--- src/hw/rtl/snm_divider.sv ---
`timescale 1ns / 1ps
// Restoring divider, one quotient bit per cycle.
// Requires the dividend to be below the divisor shifted left by QW.
module snm_divider #(
    parameter int NW = 25,
    parameter int DW = 8,
    parameter int QW = 17
) (
    input  logic          i_clk,
    input  logic          i_rst_n,
    input  logic          i_start,
    input  logic [NW-1:0] i_num,
    input  logic [DW-1:0] i_den,
    output logic          o_busy,
    output logic          o_done,
    output logic [QW-1:0] o_quot
);

    localparam int IW   = DW + QW;
    localparam int CNTW = $clog2(QW + 1);

    logic            r_busy;
    logic            r_done;
    logic [CNTW-1:0] r_cnt;
    logic [IW-1:0]   r_rem;
    logic [IW-1:0]   r_dsh;
    logic [QW-1:0]   r_q;
    logic            fits;

    assign fits = (r_rem >= r_dsh);

    // Iteration control.
    always_ff @(posedge i_clk) begin
        if (!i_rst_n) begin
            r_busy <= 1'b0;
            r_done <= 1'b0;
            r_cnt  <= '0;
        end else begin
            r_done <= 1'b0;
            if (i_start) begin
                r_busy <= 1'b1;
                r_cnt  <= '0;
            end else if (r_busy) begin
                r_cnt <= r_cnt + 1'b1;
                if (r_cnt == CNTW'(QW - 1)) begin
                    r_busy <= 1'b0;
                    r_done <= 1'b1;
                end
            end
        end
    end

    // Remainder, shifted divisor and quotient.
    always_ff @(posedge i_clk) begin
        if (i_start) begin
            r_rem <= IW'(i_num);
            r_dsh <= IW'(i_den) << (QW - 1);
        end else if (r_busy) begin
            if (fits) begin
                r_rem <= r_rem - r_dsh;
            end
            r_dsh <= r_dsh >> 1;
            r_q   <= {r_q[QW-2:0], fits};
        end
    end

    assign o_busy = r_busy;
    assign o_done = r_done;
    assign o_quot = r_q;

endmodule

--- config.mk ---
export PLATFORM = sky130hd
export DESIGN_NAME = snm_divider
export DESIGN_NICKNAME = d
export VERILOG_FILES = /design/src/hw/rtl/snm_divider.sv
export SDC_FILE = /design/constraint.sdc
export NUM_CORES = 1
export LEC_CHECK = 0
export BUFFER_PORTS_ARGS = -buffer_cell sky130_fd_sc_hd__clkbuf_2
export CORE_MARGIN = 4
export CORE_UTILIZATION = 51
export DETAILED_ROUTE_END_ITERATION = 10
export PLACE_DENSITY = 0.72
export SLEW_MARGIN = 20
export SYNTH_ARGS = -nofsm -noshare
export SYNTH_HDL_FRONTEND = slang
export SYNTH_SLANG_ARGS = --single-unit
export TNS_END_PERCENT = 1
--- constraint.sdc ---
create_clock -name i_clk -period 3.7 [get_ports i_clk]
set_clock_uncertainty 0.1 [all_clocks]
set_input_delay 0.555 -clock i_clk [delete_from_list [all_inputs] [get_ports i_clk]]
set_output_delay 0.555 -clock i_clk [all_outputs]
set_load 0.01 [all_outputs]
==> impl_metrics.yaml, run 1 <==
status:
  status: "completed"
critical_path:
  worst_path_buf_inv: 2
  worst_ep_arrival_time_ns: 2.76
  worstSetupPathType: "flip-flop to flip-flop"
  timing.critical_path.mode_cell: "o211ai_1"
  end_kind: "flip-flop"
  cp_max_fo: 14
  timing.critical_path.slowest_cell_delay_ns: 0.48
  critPathRequiredTime_ns: 3.64
  timing.critical_path.from_type: "flip-flop"
  critical_path.top_delay_family: "simple AND/OR/NAND/NOR gates"
  crit_chain: "inv_1, ha_1, nand4_1, or3_1, o32ai_1, o21bai_2, o211ai_1, o211ai_1, buf_4"
  slowest_library_cell_on_the_worst_path: "ha_1"
route:
  routed_wl_mm: 10.2
  drt-pass1-iter-count: 6
  antenna_violating_nets_post_route: 0
  routed-via-count: 3577
  vias_per_cell: 5.77
  dr.first_iter.drc_count: 258
  avgRoutedWirePerCell_um: 16.4
  drc_errors: 0
die:
  die-area_um2: 10100
  die_height_um: 101
  rows: 33
  top_level_ports: 55
  initial_utilization_pct: 52.7
  core_region_area_um2: 8300
  width_of_the_chip_um: 101
yosys:
  avgSynthCellArea_um2: 9.45
  yosysTopAreaCellShare_pct: 34.3
  yosysWarningCount: 0
  netlist_top_cells_area: "edfxtp_1, dfxtp_1, ha_1, nand2_1, mux2i_1"
  synth_nets: 526
  synth_async_sr_flop_share_pct: 0
  top_cells_by_instance_count_after_synthesis: "nand2_1, edfxtp_1, nor2_1"
  seq_area_frac_synth_pct: 44.8
  synth_edf_count: 50
  synthCells: 463
  synth.distinct_cells: 60
  dominantRegCellSynth: "edfxtp_1"
  yosys.cell_count.top_type: "nand2_1"
  post-synth-top-area-cell: "edfxtp_1"
  synth.ff_latch_count: 73
  netlist_area_um2: 4380
clock_network:
  root_driver: "clkbuf_8"
  cts_tree: "yes"
  cts_inserted_buffers: 9
  clk_path_buf_depth: 2
  hold_buffers: 0
  clk_pin_slew_worst_paths_ns: 0.08
  post_cts.repair.setup_buffers: 0
  tritoncts_num_sinks: 73
  cts_htree_levels: 3
  cts.repair.resized: 0
  clk-insertion-delay-late_ns: 0.34
place:
  pre_cts_ws_ns: 0.919
  io_buffers: 54
  routabilityCongestion: 0.909
  hpwl_mm: 7.62
finish:
  layout-drive-gt1-share_pct: 17.3
  antennaDiodeCount: 0
  fill_cells: 711
  area_delta_synth_final_pct: 11.5
  final_net_count: 573
timing:
  worst_hold_slack_ns: 0.354
  finalMaxSlewViolations: 0
  timing_hold_violations_final: 0
  period_minus_slack_ns: 2.82
  fin_tns_setup_ns: 0
  setup_repair_after_global_routing_missed_its_margin: "false"
  setup_slack_ns: 0.883
  max_slew_margin_vs_limit_pct: 47.4
  max_slew.worst_pin.slew_ns: 0.789
  finalCritPeriodShare_pct: 76.1
  timing.fmax_mhz: 355
  finish_stage_setup_viols: 0
global_route:
  maximum_number_of_pins_on_one_net_before_global_route_repair: 52
  grt_pass1_vias: 3384
  grt.total_usage_pct: 20.7
  grt_pass1_wl_mm: 16.5
  grt_antenna_before_repair: 0
  grt-ovfl-total: 0
power:
  vdd.ir_drop.worst_mv: 0.260
  power_per_cell_area_nw_per_um2: 555
  leakagePower_nw: 1.91
  total_power_mw: 2.71
run:
  timing.max_cap.violations: 0
min_path:
  timing.hold.worst.class: "flip-flop to flip-flop"
-- final cells by class --
| cell class | instances | area, um2 | area share (%) |
|---|---|---|---|
| Inverter | 34 | 128 | 2.62 |
| Clock inverter | 6 | 41.3 | 0.846 |
| Tap cell | 105 | 131 | 2.69 |
| Timing Repair Buffer | 58 | 300 | 6.15 |
| Multi-Input combinational cell | 334 | 2190 | 44.9 |
| Clock buffer | 10 | 128 | 2.62 |
| Sequential cell | 73 | 1960 | 40.2 |
-- flip-flops by register name, summed over array words and instances (netlist names) --
name,cells
o_busy,1
o_done,1
r_cnt,5
r_rem,25
o_quot,17
r_dsh,24
-- power breakdown --
part	leakage (nW)	switching, mW	internal [mW]
Clock	0.0836	0.316	0.246
Combinational	1.15	0.706	0.401
Sequential	0.678	0.0375	1.00
Total	1.91	1.06	1.65
-- metal layers --
metal	share of wire, %	track usage, %	vias up
met2	46	32.9	120
met4	1.0	7.15	0
met3	7.0	3.67	12
met1	46	28.6	1680
met5	0	0	-
li1	-	-	1765
-- worst reg2reg max path, cell delays in order (launching register included) --
cell and delay (ns):
edfxtp_1 0.35, inv_1 0.07, ha_1 0.48, nand4_1 0.20, or3_1 0.42, o32ai_1 0.14
o21bai_2 0.19, o211ai_1 0.11, o211ai_1 0.16, buf_4 0.29
-- through the flow --
stage,instance area [um2],cells,util [%]
after floorplan,4380,463,-
after global placement,4710,604,56.7
after detailed placement,4710,604,56.8
after CTS,4880,620,58.8
after global routing,4880,620,58.8
final,4880,620,58.8
-- worst paths after layout --
check	startpoint	end	slack, ns	cells after the start
worst max-delay path	r_dsh[19]	r_rem[11]	0.88	9
worst max register to register	r_dsh[19]	r_rem[11]	0.88	9
worst min register to register	o_quot[5]	o_quot[6]	0.35	0
worst min-delay path	o_quot[5]	o_quot[6]	0.35	0
-- cells in the final DEF (no fill, tap or decap), types with 17 or more instances in the layout --
cell,instances
mux2i_1,17
dfxtp_1,23
inv_1,33
clkbuf_2,54
o21ai_0,25
ha_1,26
nand2_1,59
edfxtp_1,50
a21oi_1,25
nor2_1,41
-- kinds of logic (layout without fill, tap and decap cells) --
logic type                 count (synthesis)  in the layout  share of synthesized area [%]
and+or+nand+nor                          155            155                           16.7
AOI/OAI and AO/OA                        118            118                           18.1
DFF                                       73             73                           44.8
buffers and inverters                     56            108                           5.20
adders and majority gates                 27             27                           7.89
xor gates and xnor gates                  17             17                           3.40
muxes                                     17             17                           3.89
Power figures use the tool's default switching activity.
==> inputs of run 2 (changes only) <==
==> constraint.sdc (replaced) <==
create_clock -name i_clk -period 2.65 [get_ports i_clk]
set_clock_uncertainty 0.1 [all_clocks]
set_input_delay 0.3975 -clock i_clk [delete_from_list [all_inputs] [get_ports i_clk]]
set_output_delay 0.3975 -clock i_clk [all_outputs]
set_load 0.01 [all_outputs]
==> impl_metrics.yaml, run 2 (synthesis gave the netlist of run 1 again) <==
status:
  status: "completed"
place:
  hpwl_mm: 7.96
  routabilityCongestion: 0.923
  placedCellCount: 623
  dpl_cell_area_um2: 4890
  io_buffers: 54
  pre_cts_ws_ns: 0.0710
timing:
  setup_repair_after_global_routing_missed_its_margin: "true"
  finalMaxSlewViolations: 0
  finish_stage_setup_viols: 0
  timing_hold_violations_final: 0
  max_slew.worst_pin.slew_ns: 0.791
  setup_slack_ns: 0.0414
  timing.fmax_mhz: 383
  period_minus_slack_ns: 2.61
  finalCritPeriodShare_pct: 98.4
  max_slew_margin_vs_limit_pct: 47.2
clock_network:
  hold_buffers: 0
  cts_tree: "yes"
  clk-insertion-delay-late_ns: 0.35
  root_driver: "clkbuf_8"
  clk_path_buf_depth: 2
  clk_pin_slew_worst_paths_ns: 0.09
  tritoncts_num_sinks: 73
  cts_htree_levels: 3
  cts_inserted_buffers: 9
finish:
  final_net_count: 597
  layout_commonest_cell: "nand2_1"
  largest-register: "r_rem"
  layout-drive-gt1-share_pct: 22.6
  post-route-util_pct: 62.4
  finished_layout_cells: 644
  largest_register_ff_count: 25
  area_delta_synth_final_pct: 18.3
  antennaDiodeCount: 0
  post-route-cell-area_um2: 5180
  final_cell_mix: "nand2_1, clkbuf_2, edfxtp_1"
critical_path:
  worstSetupPathType: "flip-flop to flip-flop"
  critical_path.top_delay_family: "buffers and inverters"
  rrSetupSlack_ns: 0.04
  timing.critical_path.from_type: "flip-flop"
  timing.critical_path.slowest_cell_delay_ns: 0.39
  worst_path_buf_inv: 4
  crit_chain: "inv_1, ha_1, nand4_1, nor4_1, buf_4, a31oi_1, o211ai_1, buf_4, buf_4"
  end_kind: "flip-flop"
  slowest_library_cell_on_the_worst_path: "nor4_1"
  timing.critical_path.mode_cell: "buf_4"
  worst_ep_arrival_time_ns: 2.58
  critPathRequiredTime_ns: 2.62
  cp_max_fo: 6
die:
  rows: 33
  core_region_area_um2: 8300
  top_level_ports: 55
  initial_utilization_pct: 52.7
  width_of_the_chip_um: 101
  die-area_um2: 10100
  die_height_um: 101
global_route:
  maximum_number_of_pins_on_one_net_before_global_route_repair: 79
  grt_pass1_vias: 3457
  global_route.usage.met3_pct: 3.11
  gr-max-usage-layer: "met2"
  gr_met2_demand_resource_pct: 33.3
  grt-ovfl-total: 0
  grt_antenna_before_repair: 0
  groute.layer.met1.usage_pct: 29.1
  grt_pass1_wl_mm: 16.8
  grt.total_usage_pct: 21.0
route:
  dr.first_iter.drc_count: 243
  routed-via-count: 3626
  drc_errors: 0
  routed_wl_mm: 10.6
  avgRoutedWirePerCell_um: 16.5
  vias_per_cell: 5.63
  drt-pass1-iter-count: 5
  antenna_violating_nets_post_route: 0
power:
  total_power_mw: 4.18
  vdd.ir_drop.worst_mv: 0.366
  power_per_cell_area_nw_per_um2: 808
  leakagePower_nw: 2.06
min_path:
  timing.hold.worst.class: "primary input to flip-flop"
run:
  timing.max_cap.violations: 0
run 2: worst paths after layout:
path / startpoint / end / depth (start not counted)
setup / recovery: r_dsh[12] / r_rem[19] / 9
hold / removal: i_rst_n / o_busy / 2
setup reg to reg: r_dsh[12] / r_rem[19] / 9
hold reg to reg: o_quot[0] / o_quot[1] / 0
run 2: layout make-up:
type	instances	area, um2
clock buffer	10	128
clock inverter	6	90.1
fill	705	3120
inverter	34	128
multi-input combinational	334	2250
sequential	73	1960
tap	105	131
timing repair buffer	82	488
run 2: what timing repair did:
action / 4_1_cts / 5_1_grt
resized for setup: 0 / 12
endpoints found under the setup margin: 0 / 29
setup buffers: 0 / 3
endpoints found under the hold margin: 0 / 0
run 2: metal layers:
metal	wire length [um]	up-vias	part of all wire, %
met3	613	18	5.8
li1	-	1813	-
met1	4920	1680	46
met4	224	0	2.1
met2	4870	115	46
met5	0	-	0
run 2: power by group:
group          switching, mW  internal [mW]
sequential            0.0634           1.40
combinational           1.03          0.702
clock                  0.454          0.535
total                   1.55           2.64
run 2: stage by stage:
stage	setup TNS (ns)	hold WS, ns
global route	-1.83	0.205
CTS	0	0.177
global placement	0	0.335
floorplan	-10.81	0.365
finish	0	0.187
detailed placement	0	0.349
==> inputs of run 3 (changes only) <==
--- a/config.mk
+++ b/config.mk
@@ -5,11 +5,10 @@
 export SDC_FILE = /design/constraint.sdc
 export NUM_CORES = 1
 export LEC_CHECK = 0
-export BUFFER_PORTS_ARGS = -buffer_cell sky130_fd_sc_hd__clkbuf_2
 export CORE_MARGIN = 4
-export CORE_UTILIZATION = 51
+export CORE_UTILIZATION = 35
 export DETAILED_ROUTE_END_ITERATION = 10
-export PLACE_DENSITY = 0.72
+export DONT_BUFFER_PORTS = 1
 export SLEW_MARGIN = 20
 export SYNTH_ARGS = -nofsm -noshare
 export SYNTH_HDL_FRONTEND = slang
==> impl_metrics.yaml, run 3 (synthesis gave the netlist of run 1 again) <==
clock_network:
  tritoncts_num_sinks: 73
  hold_buffers: 0
  root_driver: "clkbuf_16"
  clk-insertion-delay-late_ns: 0.34
  cts_inserted_buffers: 9
  cts_htree_levels: 3
  clk_path_buf_depth: 2
  clk_pin_slew_worst_paths_ns: 0.07
  cts_tree: "yes"
finish:
  largest_register_ff_count: 25
  layout-drive-gt1-share_pct: 13.9
  area_delta_synth_final_pct: 17.1
  largest-register: "r_rem"
  antennaDiodeCount: 0
  finished_layout_cells: 649
  final_net_count: 539
  layout_commonest_cell: "nand2_1"
  final_cell_mix: "nand2_1, edfxtp_1, nor2_1"
  post-route-util_pct: 42.3
  post-route-cell-area_um2: 5130
die:
  die-area_um2: 14400
  die_height_um: 120
  top_level_ports: 55
  core_region_area_um2: 12100
  initial_utilization_pct: 36.1
  width_of_the_chip_um: 120
  rows: 40
critical_path:
  worstSetupPathType: "flip-flop to flip-flop"
  critical_path.top_delay_family: "compound AO/OA/AOI/OAI gates"
  cp.depth: 9
  crit_chain: "inv_1, ha_2, o21ai_1, a211oi_2, a21bo_1, o21bai_2, o211ai_1, o211ai_1, buf_4"
  worst_ep_arrival_time_ns: 2.58
  worst_path_buf_inv: 2
  rrSetupSlack_ns: 0.02
  slowest_library_cell_on_the_worst_path: "ha_2"
  cp-endpoint: "r_rem[21]"
  timing.critical_path.slowest_cell_delay_ns: 0.39
  end_kind: "flip-flop"
  timing.critical_path.mode_cell: "o211ai_1"
  cp_max_fo: 7
  r2r.worst_path.cells: 9
  timing.critical_path.from_type: "flip-flop"
  startpoint: "r_dsh[6]"
  critPathRequiredTime_ns: 2.61
  r2r-end: "r_rem[21]"
  reg2reg_from: "r_dsh[6]"
global_route:
  grt_antenna_before_repair: 0
  maximum_number_of_pins_on_one_net_before_global_route_repair: 81
  grt-ovfl-total: 0
  grt.total_usage_pct: 15.0
  grt_pass1_wl_mm: 16.9
  grt_pass1_vias: 3325
place:
  dpl_cell_area_um2: 4690
  routabilityCongestion: 0.948
  pre_cts_ws_ns: 0.0496
  hpwl_mm: 7.82
  placedCellCount: 631
  io_buffers: 0
timing:
  finish_stage_setup_viols: 0
  finalCritPeriodShare_pct: 99.2
  period_minus_slack_ns: 2.63
  fin_tns_setup_ns: 0
  worst_hold_slack_ns: 0.0769
  setup_repair_after_global_routing_missed_its_margin: "true"
  timing_hold_violations_final: 0
  max_slew.worst_pin.slew_ns: 0.549
  setup_slack_ns: 0.0213
  timing.fmax_mhz: 380
  finalMaxSlewViolations: 0
  max_slew_margin_vs_limit_pct: 63.2
route:
  routed-via-count: 3425
  met2_wl_mm: 4.66
  drt-pass1-iter-count: 5
  wl_met3_um: 611
  dr.first_iter.drc_count: 261
  route.top_layer_used: "met4"
  routed_wl_mm: 10.5
  drc_errors: 0
  antenna_violating_nets_post_route: 0
  vias_per_cell: 5.28
  met1Wirelength_mm: 5.00
  avgRoutedWirePerCell_um: 16.2
power:
  leakagePower_nw: 1.88
  vdd.ir_drop.worst_mv: 0.337
  power_per_cell_area_nw_per_um2: 900
  total_power_mw: 4.61
min_path:
  min_path_cells: 1
  timing.hold.worst.class: "primary input to flip-flop"
status:
  status: "completed"
run:
  timing.max_cap.violations: 0
-- run 3: changes by cell type in the layout (fill, tap and decap cells not counted), sizes merged --
cell      previous run  this run
buf                 28        24
clkbuf              64        11
clkinvlp             1         0
bufinv               2         3
inv                 34        33
-- run 3: per-layer routing --
| layer | global-route usage, % | vias up |
|---|---|---|
| met5 | 0 | - |
| met4 | 5.87 | 0 |
| met3 | 4.38 | 19 |
| met2 | 22.6 | 120 |
| met1 | 20.2 | 1589 |
| li1 | - | 1697 |
-- run 3: power by group --
part,total (mW),leakage (nW),internal (mW),switching (mW)
sequential,1.48,0.678,1.41,0.0737
clock,1.43,0.170,0.946,0.484
combinational,1.70,1.03,0.693,1.01
total,4.61,1.88,3.04,1.57
-- run 3: how the worst min path moves through the flow --
stage                        start  slack (ns)        end
final                      i_start        0.08  r_dsh[14]
after detailed placement   i_start        0.39  r_dsh[15]
after CTS                  i_start        0.03  r_dsh[14]
after global routing       i_start        0.04  r_dsh[15]
after floorplan           r_dsh[0]        0.36   r_dsh[0]
after global placement     i_start        0.39   r_dsh[8]
-- run 3: final cells by class --
class	count	area, um2
tap	168	210
clock inverter	5	104
clock buffer	11	243
multi-input combinational	334	2290
sequential	73	1960
fill	1195	6990
inverter	34	128
timing repair buffer	24	188
-- run 3: timing repair --
item | in CTS | in global routing
endpoints found under the setup margin | 0 | 30
setup buffers | 0 | 1
gates resized for setup | 0 | 16
endpoints found under the hold margin | 0 | 0
