<file path="src/hw/rtl/snm_isqrt.sv">
`timescale 1ns / 1ps
// Integer square root, one root bit (two radicand bits) per cycle.
// XW must be even; the result is the floor of the square root.
module snm_isqrt #(
    parameter int XW = 62
) (
    input  logic            i_clk,
    input  logic            i_rst_n,
    input  logic            i_start,
    input  logic [XW-1:0]   i_x,
    output logic            o_done,
    output logic [XW/2-1:0] o_root
);

    localparam int HW   = XW / 2;
    localparam int CNTW = $clog2(HW + 1);

    logic            r_busy;
    logic            r_done;
    logic [CNTW-1:0] r_cnt;
    logic [XW-1:0]   r_x;
    logic [HW+1:0]   r_rem;
    logic [HW-1:0]   r_root;
    logic [HW+1:0]   rem_sh;
    logic [HW+1:0]   trial;
    logic            fits;

    assign rem_sh = {r_rem[HW-1:0], r_x[XW-1:XW-2]};
    assign trial  = {r_root, 2'b01};
    assign fits   = (rem_sh >= trial);

    // Iteration control.
    always_ff @(posedge i_clk) begin
        if (!i_rst_n) begin
            r_busy <= 1'b0;
            r_done <= 1'b0;
            r_cnt  <= '0;
        end else begin
            r_done <= 1'b0;
            if (i_start) begin
                r_busy <= 1'b1;
                r_cnt  <= '0;
            end else if (r_busy) begin
                r_cnt <= r_cnt + 1'b1;
                if (r_cnt == CNTW'(HW - 1)) begin
                    r_busy <= 1'b0;
                    r_done <= 1'b1;
                end
            end
        end
    end

    // Digit recurrence on the remainder and partial root.
    always_ff @(posedge i_clk) begin
        if (i_start) begin
            r_x    <= i_x;
            r_rem  <= '0;
            r_root <= '0;
        end else if (r_busy) begin
            r_x    <= r_x << 2;
            r_rem  <= fits ? (rem_sh - trial) : rem_sh;
            r_root <= {r_root[HW-2:0], fits};
        end
    end

    assign o_done = r_done;
    assign o_root = r_root;

endmodule

</file>
<file path="config.mk">
export PLATFORM = sky130hd
export DESIGN_NAME = snm_isqrt
export DESIGN_NICKNAME = d
export VERILOG_FILES = /design/src/hw/rtl/snm_isqrt.sv
export SDC_FILE = /design/constraint.sdc
export NUM_CORES = 1
export LEC_CHECK = 0
export BUFFER_PORTS_ARGS = -buffer_cell sky130_fd_sc_hd__buf_2
export CORE_MARGIN = 2
export CORE_UTILIZATION = 50
export DETAILED_ROUTE_END_ITERATION = 10
export GPL_TIMING_DRIVEN = 0
export PLACE_DENSITY = 0.82
export SKIP_LAST_GASP = 1
export SLEW_MARGIN = 40
export SYNTH_ARGS = -nofsm -noshare
export SYNTH_HDL_FRONTEND = slang
export SYNTH_SLANG_ARGS = --single-unit
</file>
<file path="constraint.sdc">
create_clock -name i_clk -period 3.3 [get_ports i_clk]
set_clock_uncertainty 0.2 [all_clocks]
set_input_delay 0.66 -clock i_clk [delete_from_list [all_inputs] [get_ports i_clk]]
set_output_delay 0.66 -clock i_clk [all_outputs]
set_load 0.005 [all_outputs]
</file>
==> flow_summary.toml, run 1 <==
[logic_synthesis]
ys_ff_latch = 131
synth_fa_ha_area_frac = 0.0613
ys_types = 59
synth_xor_area_frac = 0.0380
synth_ff_type = "dfxtp_1"
syn_area_um2 = 7140
yosysWarnings = 0
synth_edf_count = 62
async_flop_share = 0
synth_compound_area_frac = 0.126
yosys.area_share.simple = 0.103
synth_area_leaders = "edfxtp_1 (26%), dfxtp_1 (19%), mux2_2 (9.5%)"
synth_fp_nets = 775
yosysMostFrequentCell = "dfxtp_1"
synth_area_per_cell_um2 = 10.6
yosysSeqAreaShare = 0.454
yosysTopAreaCell = "edfxtp_1"
netlist_instances = 675
synth_top_family_by_area = "multiplexers"
synthMuxAreaShare = 0.173
synth_top_area_share = 0.261
synth_common_cells = "dfxtp_1 (69), nor2_1 (63), edfxtp_1 (62), mux2_2 (60), mux2i_1 (55)"

[clock_network]
cts_tree = "built"
clkSinkCount = 131
clk_pin_slew_worst_paths_ns = 0.06
worstSkewPairLatency_ns = 0.43
cts_hold_buf = 0
cts_buffer_depth = 2
root_buffer = "clkbuf_16"
numCtsBuffers = 17
cts.htree.levels = 4

[power_and_ir_drop]
ir_drop_mv = 0.708
p_total_mw = 8.29
p_leak_nw = 3.54
p_per_area_nw_per_um2 = 973

[setup_path]
crit_path_start_kind = "flop"
critPathArrivalTime_ns = 3.24
crit_path_max_fanout = 10
crit_type = "reg -> reg"
cp.required_ns = 3.43
endpoint = "r_rem[27]"
worstReg2RegStart = "o_root[13]"
r2r_slack_ns = 0.19
r2r_end = "r_rem[27]"
rr_worst_depth = 12
startpoint = "o_root[13]"
crit_path_end_kind = "flop"

[floorplanning]
initial_core_util = 0.513
die_w_um = 124
dieArea_um2 = 15300
num_rows = 43
die_h_um = 124
core_area_um2 = 13900
pin_count = 97

[sta]
min_period_over_period = 0.943
max_clock_freq_ghz = 0.321
worst_slew_pin_slew_ns = 0.800
timing.hold.ws_ns = 0.269
layout_min_cycle_time_ns = 3.11
hold_viol = 0
finalSetupViolations = 0
slew_viol_final = 0
setup_ws_ns = 0.188
slew-limit-headroom = 0.467

[global_routing]
antenna_found_initial = 0
grt_max_degree = 33
gr-total-overflow = 0
grtUsageTotal = 0.227
grt_pass1_wl_um = 26600
grt_pass1_vias = 5349

[routing]
drt-total-wl_um = 16600
viasPerCell = 5.59
vias = 5521
wl_per_cell_um = 16.8
ant_nets = 0
firstDrtPassIters = 5
drc = 0
initialDrtViolationCount = 446

[status]
outcome = "completed"

[placed_design]
place_congestion = 0.907
hpwl_um = 11400
port_buffers = 95
place_ws_ns = 0.122
placed_cells = 951

[final_layout]
num-nets-final = 895
syn2layout_area_growth_pct = 19.2
post-route-util = 0.611
num_antenna_cells = 0
stdcell_count = 988
drive_gt1_frac = 0.265

[worst_hold_path]
worstHoldPathCells = 2
min-delay-path-class = "in -> reg"

[flow_run]
drv_cap = 0
[logic make-up after synthesis]
logic type,Yosys count
AND/OR/NAND/NOR,156
flip-flops,131
AO/OA/AOI/OAI,129
multiplexers,116
buffers and inverters,77
adder cells (fa/ha/maj),35
XOR/XNOR,31
[final cells by class]
| cell class | count | area [um2] |
|---|---|---|
| Fill cell | 1130 | 5420 |
| Multi-Input combinational cell | 468 | 3600 |
| Sequential cell | 131 | 3240 |
| Timing Repair Buffer | 100 | 526 |
| Clock buffer | 19 | 443 |
| Tap cell | 180 | 225 |
| Inverter | 46 | 175 |
| Clock inverter | 13 | 148 |
| Buffer | 31 | 148 |
[registers in the layout, summed over array words and instances (netlist names)]
register  count
o_root       31
o_done        1
r_rem        31
r_cnt         5
r_x          62
r_busy        1
[power breakdown]
part | leakage [nW] | switching (mW) | internal, mW
clock | 0.277 | 0.761 | 1.14
combinational | 2.08 | 2.32 | 1.99
sequential | 1.19 | 0.138 | 1.94
[routing by layer]
metal	vias up	global-route usage	wire, um
li1	2695	-	-
met1	2624	0.286	7340
met2	169	0.362	7820
met3	33	0.0816	1100
met4	0	0.0760	320
met5	-	0	0
[cells in the final DEF (no fill, tap or decap), drive strengths merged, types with 4 or more instances in the layout]
cell / instances
a211oi: 23
a21o: 14
a21oi: 29
a31oi: 5
and2: 6
and3: 8
buf: 114
clkbuf: 36
clkinv: 4
clkinvlp: 4
dfxtp: 69
edfxtp: 62
ha: 35
inv: 49
mux2: 61
mux2i: 55
nand2: 32
nand3: 11
nand4: 10
nor2: 63
nor2b: 4
nor3: 6
nor4: 4
o211ai: 5
o21ai: 22
o21bai: 6
xnor2: 16
xor2: 15
[worst min path at each step]
stage | from | endpoint | slack [ns]
after CTS | i_rst_n | r_busy | 0.25
final | i_rst_n | r_busy | 0.27
after global routing | i_rst_n | r_busy | 0.28
after global placement | r_rem[17] | r_rem[17] | 0.27
after detailed placement | r_rem[19] | r_rem[19] | 0.27
after floorplan | r_rem[0] | r_rem[0] | 0.25
[critical path: stages (launching register included)]
cell and delay (ns):
dfxtp_1 0.37, inv_1 0.06, ha_1 0.27, buf_2 0.18, nand2_1 0.06, o21ai_1 0.18, and2b_4 0.22, a211oi_2 0.23
o21bai_1 0.18, o31ai_4 0.43, buf_6 0.24, o21ai_1 0.10, a311oi_1 0.29
[stage by stage]
step,TNS (ns),cell area (um2)
after floorplan,0,7140
after global placement,-36.23,7840
after detailed placement,0,7870
after CTS,0,8460
after global routing,-0.0180,8510
final,0,8510
[repair_timing]
item	CTS	global route
setup endpoints to repair	0	21
setup buffers	0	4
resized for setup	0	2
No activity file was read; power rests on OpenSTA's default activity.
==> run 2: changes to the inputs <==
- CORE_MARGIN: 2 -> 4
==> flow_summary.toml, run 2 (synthesized netlist as in run 1, its figures left out) <==
[clock_network]
clk_pin_slew_worst_paths_ns = 0.06
root_buffer = "clkbuf_16"
numCtsBuffers = 17
cts.htree.levels = 4
cts_hold_buf = 0
cts_tree = "built"
cts_buffer_depth = 2
worstSkewPairLatency_ns = 0.43
clkSinkCount = 131

[floorplanning]
pin_count = 97
core_area_um2 = 13900
dieArea_um2 = 16300
num_rows = 43
initial_core_util = 0.513
die_w_um = 128
die_h_um = 128

[worst_hold_path]
min-delay-path-class = "in -> reg"
worstHoldPathCells = 2
hold_end = "r_busy"
min-delay-start = "i_rst_n"

[sta]
finalSetupViolations = 0
worst_slew_pin_slew_ns = 0.794
setup_ws_ns = 0.165
hold_viol = 0
max_clock_freq_ghz = 0.319
timing.hold.ws_ns = 0.285
slew-limit-headroom = 0.471
rsz0062_at_grt = "no"
min_period_over_period = 0.950
layout_min_cycle_time_ns = 3.13
slew_viol_final = 0

[final_layout]
seqCellArea_um2 = 3240
num-nets-final = 898
top_register = "r_x"
multi_input_area_um2 = 3610
fill_cells = 1124
final_cell_mix = "buf_2 (101), dfxtp_1 (69), nor2_1 (62), edfxtp_1 (62), mux2_2 (60)"
num_antenna_cells = 0
largest_reg_flops = 62
drive_gt1_frac = 0.271
final_common_cell = "buf_2"
syn2layout_area_growth_pct = 20.0

[routing]
initialDrtViolationCount = 466
viasPerCell = 5.55
firstDrtPassIters = 5
vias = 5503
drt-total-wl_um = 16600
ant_nets = 0
wl_per_cell_um = 16.7
drc = 0

[setup_path]
worstReg2RegStart = "o_root[5]"
rr_worst_depth = 11
crit_type = "reg -> reg"
r2r_slack_ns = 0.17
cp.required_ns = 3.37
crit_path_end_kind = "flop"
crit_path_max_fanout = 8
critPathArrivalTime_ns = 3.21
r2r_end = "r_rem[27]"
crit_path_start_kind = "flop"

[placed_design]
place_ws_ns = 0.105
hpwl_um = 11500
port_buffers = 95
place_congestion = 0.890

[global_routing]
busiest_layer = "met2"
use_met3 = 0.0707
grt_max_degree = 40
gr-total-overflow = 0
grt_pass1_vias = 5587
grt_use_met1 = 0.268
grt_pass1_wl_um = 27300
antenna_found_initial = 0
grtUsageTotal = 0.210
met2_usage = 0.333

[power_and_ir_drop]
p_per_area_nw_per_um2 = 1010
switching_share = 0.394
clockPowerShare = 0.228
comb_power_share = 0.532
p_seq_frac = 0.241
netSwitchingPower_mw = 3.41
internal_power_mw = 5.23
p_total_mw = 8.64
ir_drop_mv = 0.617
p_leak_nw = 3.59

[flow_run]
drv_cap = 0

[status]
outcome = "completed"
-- run 2: cell types whose count changed in the layout (fill, tap and decap cells not counted), sizes merged --
cell,previous run,this run
buf,114,116
clkbuf,36,35
clkinv,4,2
clkinvlp,4,2
inv,49,55
-- run 2: how the worst max path moves through the flow --
stage | start | endpoint | cells past startpoint
global placement | i_start | r_x[28] | 3
global route | o_root[8] | r_rem[27] | 10
finish | o_root[5] | r_rem[27] | 11
floorplan | i_start | r_x[0] | 3
CTS | o_root[5] | r_rem[27] | 11
detailed placement | o_root[5] | r_rem[27] | 11
-- run 2: power groups by stage --
stage	Sequential (mW)	Clock, mW	Combinational, mW
6_report	2.08	1.97	4.59
5_1_grt	2.11	2.06	4.97
4_1_cts	2.08	1.99	4.04
3_5_place_dp	2.11	0	3.96
3_3_place_gp	2.10	0	3.90
2_1_floorplan	2.06	0	3.22
-- run 2: routing by layer --
| layer | vias up | part of all wire |
|---|---|---|
| li1 | 2705 | - |
| met4 | 0 | 0.018 |
| met5 | - | 0 |
| met3 | 27 | 0.076 |
| met1 | 2594 | 0.44 |
| met2 | 177 | 0.46 |
-- run 2: through the flow --
stage,TNS [ns],cell area [um2],util,cells
final,0,8570,0.615,991
after global routing,0,8570,0.615,991
after CTS,0,8480,0.609,983
after detailed placement,0,7870,0.565,951
after global placement,-36.12,7840,0.563,950
after floorplan,0,7140,-,675
-- run 2: layout make-up --
class	instances	share of cell area
repair buffers	103	0.0648
inverters	46	0.0204
well taps	180	0.0263
flip-flops and latches	131	0.378
clock buffers	17	0.0496
multi-input cells	468	0.421
clock inverters	15	0.0220
plain buffers	31	0.0174
-- run 2: timing repair --
action / 4_1_cts / 5_1_grt
resized for setup: 0 / 3
endpoints found under the setup margin: 0 / 25
setup buffers: 0 / 5
-- run 2: critical path, stage by stage, from the launching register on --
cell and delay [ns]:
dfxtp_1 0.37, inv_1 0.07, ha_1 0.28, buf_4 0.16
and4_1 0.20, and2_1 0.16, a22oi_2 0.26, a2111oi_0 0.20
nor3b_2 0.34, mux2_1 0.36, o21ai_1 0.23, a311oi_1 0.14
==> run 3: changes to the inputs <==
- ABC_AREA: default -> 1
- PLACE_DENSITY: 0.82 -> 0.81
==> flow_summary.toml, run 3 <==
[routing]
wl_per_cell_um = 13.7
firstDrtPassIters = 5
ant_nets = 0
drc = 0
drt-total-wl_um = 19400
viasPerCell = 4.98
vias = 7053
initialDrtViolationCount = 377

[sta]
layout_min_cycle_time_ns = 2.58
worst_slew_pin_slew_ns = 0.649
slew_viol_final = 0
slew-limit-headroom = 0.568
finalSetupViolations = 0
rsz0062_at_grt = "no"
timing.hold.ws_ns = 0.260
hold_viol = 0
min_period_over_period = 0.783
max_clock_freq_ghz = 0.387
fin_tns_setup_ns = 0

[worst_hold_path]
min-delay-path-class = "reg -> reg"

[clock_network]
cts_hold_buf = 0
clk_pin_slew_worst_paths_ns = 0.06
cts_tree = "built"
root_buffer = "clkbuf_16"
cts.htree.levels = 4
ctsResizeCount = 0
worstSkewPairLatency_ns = 0.42
clkSinkCount = 131
numCtsBuffers = 17
cts_buffer_depth = 2
post_cts_buffers = 0

[logic_synthesis]
yosysTopAreaCell = "nand2_1"
async_flop_share = 0
yosysMostFrequentCell = "nand2_1"
synth_ff_type = "dfxtp_1"
netlist_instances = 1099
synth_xor_area_frac = 0.0171
ys_types = 36
synth_common_cells = "nand2_1 (530), inv_1 (142), dfxtp_1 (69), edfxtp_1 (62), nand3_1 (57)"
synth_fa_ha_area_frac = 0.0570
yosysWarnings = 0
synth_top_family_by_area = "simple AND/OR/NAND/NOR gates"
synthMuxAreaShare = 0
syn_area_um2 = 7680
ys_ff_latch = 131
synth_area_leaders = "nand2_1 (26%), edfxtp_1 (24%), dfxtp_1 (18%)"
synth_compound_area_frac = 0.0508
yosysSeqAreaShare = 0.422
synth_fp_nets = 1199
yosys.area_share.simple = 0.361
synth_top_area_share = 0.259
synth_edf_count = 62
synth_area_per_cell_um2 = 6.99

[power_and_ir_drop]
switching_share = 0.449
p_total_mw = 7.97
netSwitchingPower_mw = 3.57
internal_power_mw = 4.39
p_leak_nw = 4.78
comb_power_share = 0.516
p_per_area_nw_per_um2 = 887
ir_drop_mv = 0.543
clockPowerShare = 0.234
p_seq_frac = 0.249

[setup_path]
crit_path_start_kind = "flop"
r2r_end = "r_rem[23]"
r2r_slack_ns = 0.72
crit_path_max_fanout = 10
worstReg2RegStart = "o_root[6]"
crit_type = "reg -> reg"
critPathArrivalTime_ns = 2.69
cp.required_ns = 3.41
endpoint = "r_rem[23]"
crit_path_end_kind = "flop"
rr_worst_depth = 14
startpoint = "o_root[6]"

[flow_run]
drv_cap = 0

[global_routing]
grt_pass1_wl_um = 32100
grtUsageTotal = 0.224
grt_max_degree = 72
gr-total-overflow = 0
antenna_found_initial = 1
grt_pass1_vias = 6804

[placed_design]
hpwl_um = 14700
detailed_place.area_um2 = 8400
port_buffers = 96
place_congestion = 0.931

[floorplanning]
pin_count = 97
die_h_um = 132
dieArea_um2 = 17400
die_w_um = 132
core_area_um2 = 15100
num_rows = 45
initial_core_util = 0.507

[final_layout]
final_common_cell = "nand2_1"
fill_cells = 1434
syn2layout_area_growth_pct = 17.0
fin_area_um2 = 8980
num_antenna_cells = 0
largest_reg_flops = 62
final_cell_mix = "nand2_1 (530), inv_1 (142), buf_2 (101), dfxtp_1 (69), edfxtp_1 (62)"
drive_gt1_frac = 0.126
num-nets-final = 1314
top_register = "r_x"

[status]
outcome = "completed"
==> run 3: changes by cell type after synthesis, sizes merged, moves of 16 or more <==
| cell | before | now |
|---|---|---|
| nand2 | 32 | 536 |
| mux2i | 55 | 0 |
| o22ai | 1 | 30 |
| inv | 45 | 145 |
| nand3 | 11 | 59 |
| a211oi | 23 | 1 |
| mux2 | 61 | 0 |
| o21ai | 22 | 6 |
| nor2 | 63 | 47 |
==> run 3: layer usage <==
layer	global-route usage	vias to the layer above	routed length, um
li1	-	3678	-
met1	0.285	3159	8920
met2	0.384	192	9140
met3	0.0557	22	1130
met4	0.0543	2	223
met5	0	-	12
==> run 3: layout make-up <==
class,count,area (um2),area share
flip-flops and latches,131,3240,0.361
multi-input cells,790,3730,0.415
well taps,188,235,0.0262
clock buffers,17,425,0.0474
repair buffers,96,480,0.0535
inverters,146,548,0.0610
clock inverters,15,154,0.0171
plain buffers,32,166,0.0185
==> run 3: power groups by stage <==
stage	sequential (mW)	clock, mW	combinational (mW)
after floorplan	1.99	0	3.10
after global placement	2.01	0	4.00
after detailed placement	2.02	0	4.04
after CTS	1.99	1.88	4.08
after global routing	2.01	1.94	4.67
final	1.99	1.87	4.11
==> run 3: critical path, stage by stage (launching register included) <==
cell     delay (ns)
dfxtp_1        0.32
inv_1          0.07
ha_1           0.36
nand2_1        0.11
nor2_1         0.27
nand2_1        0.14
nor2_2         0.17
nand2_1        0.09
nand3_2        0.13
nor2_8         0.08
nand2_8        0.11
buf_6          0.16
nand3_1        0.13
nand2_1        0.09
nand2_1        0.05
==> run 3: how the worst min path moves through the flow <==
stage | startpoint | to | slack [ns] | cells after the start
3_3_place_gp | r_rem[29] | r_rem[29] | 0.24 | 2
2_1_floorplan | r_rem[29] | r_rem[29] | 0.23 | 2
3_5_place_dp | r_rem[29] | r_rem[29] | 0.25 | 2
5_1_grt | r_rem[6] | r_rem[6] | 0.29 | 2
4_1_cts | r_rem[29] | r_rem[29] | 0.26 | 2
6_report | r_rem[29] | r_rem[29] | 0.26 | 2
==> run 3: cell families (layout without fill, tap and decap cells) <==
kind of cell             count (synthesis)  count (layout)
adder cells (fa/ha/maj)                 35              35
AND/OR/NAND/NOR                        674             674
flip-flops                             131             131
buffers and inverters                  178             306
XOR/XNOR                                15              15
AO/OA/AOI/OAI                           66              66
==> run 3: per-stage QoR <==
step	utilization	cells	setup slack, ns
after floorplan	-	1099	0.889
after global placement	0.554	1383	0.221
after detailed placement	0.555	1383	0.765
after CTS	0.593	1415	0.751
after global routing	0.593	1415	0.561
final	0.593	1415	0.718
